### src/sv/dmgrc_pkg.sv
package dmgrc_pkg;

    typedef enum logic [2:0] {
        ST_IDLE,
        ST_DROW,
        ST_SCAN,
        ST_APPLY,
        ST_ACC,
        ST_CHECK,
        ST_DONE
    } t_state;

    localparam logic [1:0] OP_LOAD_FAC  = 2'd0;
    localparam logic [1:0] OP_LOAD_COST = 2'd1;
    localparam logic [1:0] OP_LOAD_FLOW = 2'd2;
    localparam logic [1:0] OP_COMPUTE   = 2'd3;

    localparam int DELTA_W = 38;
    localparam int SUM_W   = 48;
    localparam int RC_W    = 17;
    localparam int PROD_W  = 34;

    localparam logic signed [SUM_W-1:0] SUM_DMAX = 48'sd137438953471;
    localparam logic signed [SUM_W-1:0] SUM_DMIN = -48'sd137438953472;

endpackage

### src/sv/dmgrc_ram.sv
module dmgrc_ram
    import dmgrc_pkg::*;
#(
    parameter int DEPTH = 256,
    parameter int WIDTH = 16
) (
    input  logic                     i_clk,
    input  logic                     i_we,
    input  logic [$clog2(DEPTH)-1:0] i_waddr,
    input  logic [WIDTH-1:0]         i_wdata,
    input  logic [$clog2(DEPTH)-1:0] i_raddr,
    output logic [WIDTH-1:0]         o_rdata
);

    logic [WIDTH-1:0] mem [DEPTH];

    always_ff @(posedge i_clk) begin
        if (i_we) begin
            mem[i_waddr] <= i_wdata;
        end
        o_rdata <= mem[i_raddr];
    end

endmodule

### config.mk
export PLATFORM = sky130hd
export DESIGN_NAME = dmgrc_ram
export DESIGN_NICKNAME = d
export VERILOG_FILES = /design/src/sv/dmgrc_pkg.sv /design/src/sv/dmgrc_ram.sv
export SDC_FILE = /design/constraint.sdc
export NUM_CORES = 2
export LEC_CHECK = 0
export BUFFER_PORTS_ARGS = -buffer_cell sky130_fd_sc_hd__buf_2
export CORE_ASPECT_RATIO = 1.4
export CORE_MARGIN = 2
export CORE_UTILIZATION = 45
export CTS_CLUSTER_DIAMETER = 30
export DETAILED_ROUTE_END_ITERATION = 12
export SLEW_MARGIN = 15
export SYNTH_ARGS = -nofsm -noshare
export SYNTH_HDL_FRONTEND = slang
export SYNTH_SLANG_ARGS = --single-unit
### constraint.sdc
create_clock -name i_clk -period 7.89 [get_ports i_clk]
set_clock_uncertainty 0.15 [all_clocks]
set_input_delay 0.789 -clock i_clk [delete_from_list [all_inputs] [get_ports i_clk]]
set_output_delay 0.789 -clock i_clk [all_outputs]
set_load 0.02 [all_outputs]
Yosys cells after proc, flatten, opt, wreduce, memory -nomap -nowiden

Memory sizes are Yosys's and may differ from the RTL's. A register that Yosys moved wholly into a read port is not among the register bits.
Index checks and enable logic that the tools add are counted.

Muxes and demuxes: 2

Operator list:

| kind             | number |
|---|---|
| 1-bit 2-to-1 mux | 2 |

Memories kept: 1
Bits in registers: 0
Bits in writable memories: 4096
Input bits: 34

Memory list:

| name | depth | width | rd ports | clocked after Yosys merged registers in | wr ports | line            | RTL |
|---|---|---|---|---|---|---|---|
| mem  | 256   | 16    | 1        | 1                                       | 1        | dmgrc_ram.sv:15 | `logic [WIDTH-1:0] mem [DEPTH];` |

Depth between registers and ports, before layout

Depth in word-level cells: 2
Gate-level depth with buffers: 12
Depth with buffers taken out: 6

Worst setup path after synthesis

Ideal clock, no wire load.

Path kind: input to register
Start: input port i_waddr[3]
End: memory mem[235][0], enable pin
Path slack: 4786 ps
Library setup time: 388 ps
Arrival time: 2566 ps
Cell stages on the path: 6
Cells stage by stage: clkbuf_1 > nor2b_1 > clkbuf_1 > nand4_1 > clkbuf_1 > nor2_1

RTL lines:

| element            | line            | RTL |
|---|---|---|
| start: declaration | dmgrc_ram.sv:9  | `input logic [$clog2(DEPTH)-1:0] i_waddr,` |
| end: declaration   | dmgrc_ram.sv:15 |  |

No word-level cell before the write port.

==> results.json <==
{
  "whs_ns": 0.145,
  "clkLatencyLatePin_ns": 0.95,
  "route.detailed.drc": 0,
  "ctsLongestPathBuffers": 4,
  "cp_slowest_cell": "o32ai_1",
  "syn_nets": 7394,
  "postCtsHoldBufs": 0,
  "wl_per_cell_um": 33.3,
  "hpwl_um": 254000,
  "cpLargestDelayFamily": "buffers and inverters",
  "syn_area_sq_um": 159000,
  "critPathRequiredTime_ns": 8.52,
  "synthArstFlopShare_pct": 0,
  "gp_congestion": 0.850,
  "grt_overflow": 0,
  "p_leak_uw": 0.0591,
  "cts.htree.levels": 6,
  "crit_top_cell": "mux4_2",
  "fin_crit_sh_pct": 56.5,
  "reg2reg_slack_ns": 4.46,
  "grt_start_max_net_pins": 165,
  "path_clk_slew_ns": 0.06,
  "cts_resized": 0,
  "viasPerCell": 6.07,
  "ys.flop_type": "edfxtp_1",
  "syn_inst": 7360,
  "synth_top_cell_area_share_pct": 77.5,
  "synth_top_area_cell": "edfxtp_1",
  "worstMarginPinSlew_ns": 1.29,
  "post-place-ws_ns": 2.55,
  "core_area_sq_um": 352000,
  "io_pins": 50,
  "antenna_found_initial": 18,
  "max_slew_margin_pct": 14.0,
  "final_nets": 7930,
  "yosys-top-cells-count": "edfxtp_1, mux4_2, mux2i_1",
  "die-area_sq_um": 358000,
  "rows": 258,
  "place.port_buffers": 49,
  "maxSlewViolCount": 0,
  "rsz0062_at_grt": "false",
  "yosys_warnings": 0,
  "path_class": "input port to flip-flop",
  "fin_setup_tns_ns": 0,
  "end_kind": "flip-flop",
  "cts_buffers": 569,
  "hold_violations": 0,
  "drv_cap": 0,
  "setup_viol": 0,
  "area_delta_synth_final_pct": 16.5,
  "ir_worst_vdd_mv": 0.171,
  "outcome": "complete, no violations",
  "clkSinkCount": 4112,
  "synth_seq_area_share_pct": 77.7,
  "initial_utilization_pct": 45.1,
  "die_x_um": 506,
  "grt_pass1_vias": 81013,
  "drive_gt1_share_pct": 28.0,
  "hold_class": "input port to flip-flop",
  "yosysMostFrequentCell": "edfxtp_1",
  "critPathLaunchType": "input port",
  "yosys-top-cells-area": "edfxtp_1, mux4_2, mux2i_1",
  "grt_util_all_layers_pct": 24.0,
  "grt_pass1_wl_um": 611000,
  "fin_crit_ns": 4.46,
  "vias": 79191,
  "setup_ws_ns": 3.43,
  "syn_area_per_cell_sq_um": 21.6,
  "ant_nets": 0,
  "critPathArrivalTime_ns": 5.09,
  "slowest_delay_ns": 1.00,
  "drtPass1Iterations": 5,
  "synth_edf_count": 4096,
  "path_cells": "buf_8 > buf_12 > buf_4 > mux4_2 > mux4_2 > a22o_1 > o32ai_1 > nor4_1",
  "p_per_area_nw_per_um2": 279,
  "synth.ff_latch_count": 4112,
  "synth_cell_types": 52,
  "cp_max_fo": 77,
  "cp_num_buf_inv": 3,
  "routed_wl_um": 434000,
  "cts_tree": "built",
  "post_cts_buffers": 0,
  "drtIter0Drc": 9002,
  "cts_root_buf": "clkbuf_16",
  "fmax_mhz": 224,
  "die_y_um": 707
}
cells by family after synthesis:
kind of cell | after synthesis | share of synthesized area [%]
DFF | 4112 | 77.7
muxes | 1450 | 15.5
AOI/OAI and AO/OA | 786 | 3.54
and+or+nand+nor | 556 | 1.57
buffers and inverters | 456 | 1.69
cell usage in the layout, fill, tap and decap left out, drive strengths merged, types with 28 or more instances in the layout:
| cell | count |
|---|---|
| nand3 | 35 |
| a221oi | 28 |
| buf | 416 |
| o21ai | 38 |
| clkbuf | 633 |
| mux2 | 88 |
| nor2 | 304 |
| o221ai | 253 |
| inv | 89 |
| a22o | 32 |
| a22oi | 43 |
| nand2 | 38 |
| o22ai | 148 |
| nor3 | 92 |
| a21oi | 175 |
| edfxtp | 4096 |
| mux4 | 797 |
| mux2i | 565 |
| clkinvlp | 58 |
| clkinv | 200 |
| bufinv | 55 |
power breakdown:
part | switching (uW) | leakage (uW) | internal [uW]
clock network | 9750 | 0.00916 | 15500
registers | 48.2 | 0.0369 | 24100
logic | 1500 | 0.0130 | 731
worst reg2reg max path, stage by stage, from the launching register on:
cell and delay (ns):
edfxtp_1 0.37, mux4_2 0.46, mux2_2 0.28, a221oi_1 0.96
o31ai_1 0.28, o32ai_1 0.60, nor4_1 0.19
state kept, by name (all words and copies together) (netlist names):
register  cells
mem        4096
o_rdata      16
layer usage:
metal	vias up	part of all wire [%]	global-route usage, %
li1	32533	-	-
met1	42454	37	30.4
met2	3415	51	40.7
met3	775	7.0	3.70
met4	14	5.2	11.2
met5	-	0.021	0
stage by stage:
step / power, uW / util [%] / area (sq um) / instances
global placement: 26800 / 47.1 / 166000 / 11998
CTS: 52000 / 52.5 / 185000 / 13033
detailed placement: 26800 / 47.1 / 166000 / 12003
floorplan: 25800 / - / 159000 / 7360
finish: 51700 / 52.6 / 185000 / 13043
global route: 53000 / 52.6 / 185000 / 13036
final cells by class:
class                      instances  area (sq um)
inverter                           4          27.5
timing repair buffer             417          3660
clock buffer                     632         14800
fill                           27073        167000
tap                             4680          5860
clock inverter                   398          4140
sequential                      4112        123000
antenna                            8          20.0
multi-input combinational       2792         33100
worst paths after layout:
| check | depth (start not counted) | endpoint | startpoint |
|---|---|---|---|
| worst max-delay path | 8 | o_rdata[3] | i_raddr[1] |
| worst min-delay path | 1 | mem[230][2] | i_wdata[2] |
| worst max register to register | 6 | o_rdata[6] | mem[129][6] |
| worst min register to register | 6 | o_rdata[9] | mem[216][9] |
No activity file was read; power rests on OpenSTA's default activity.
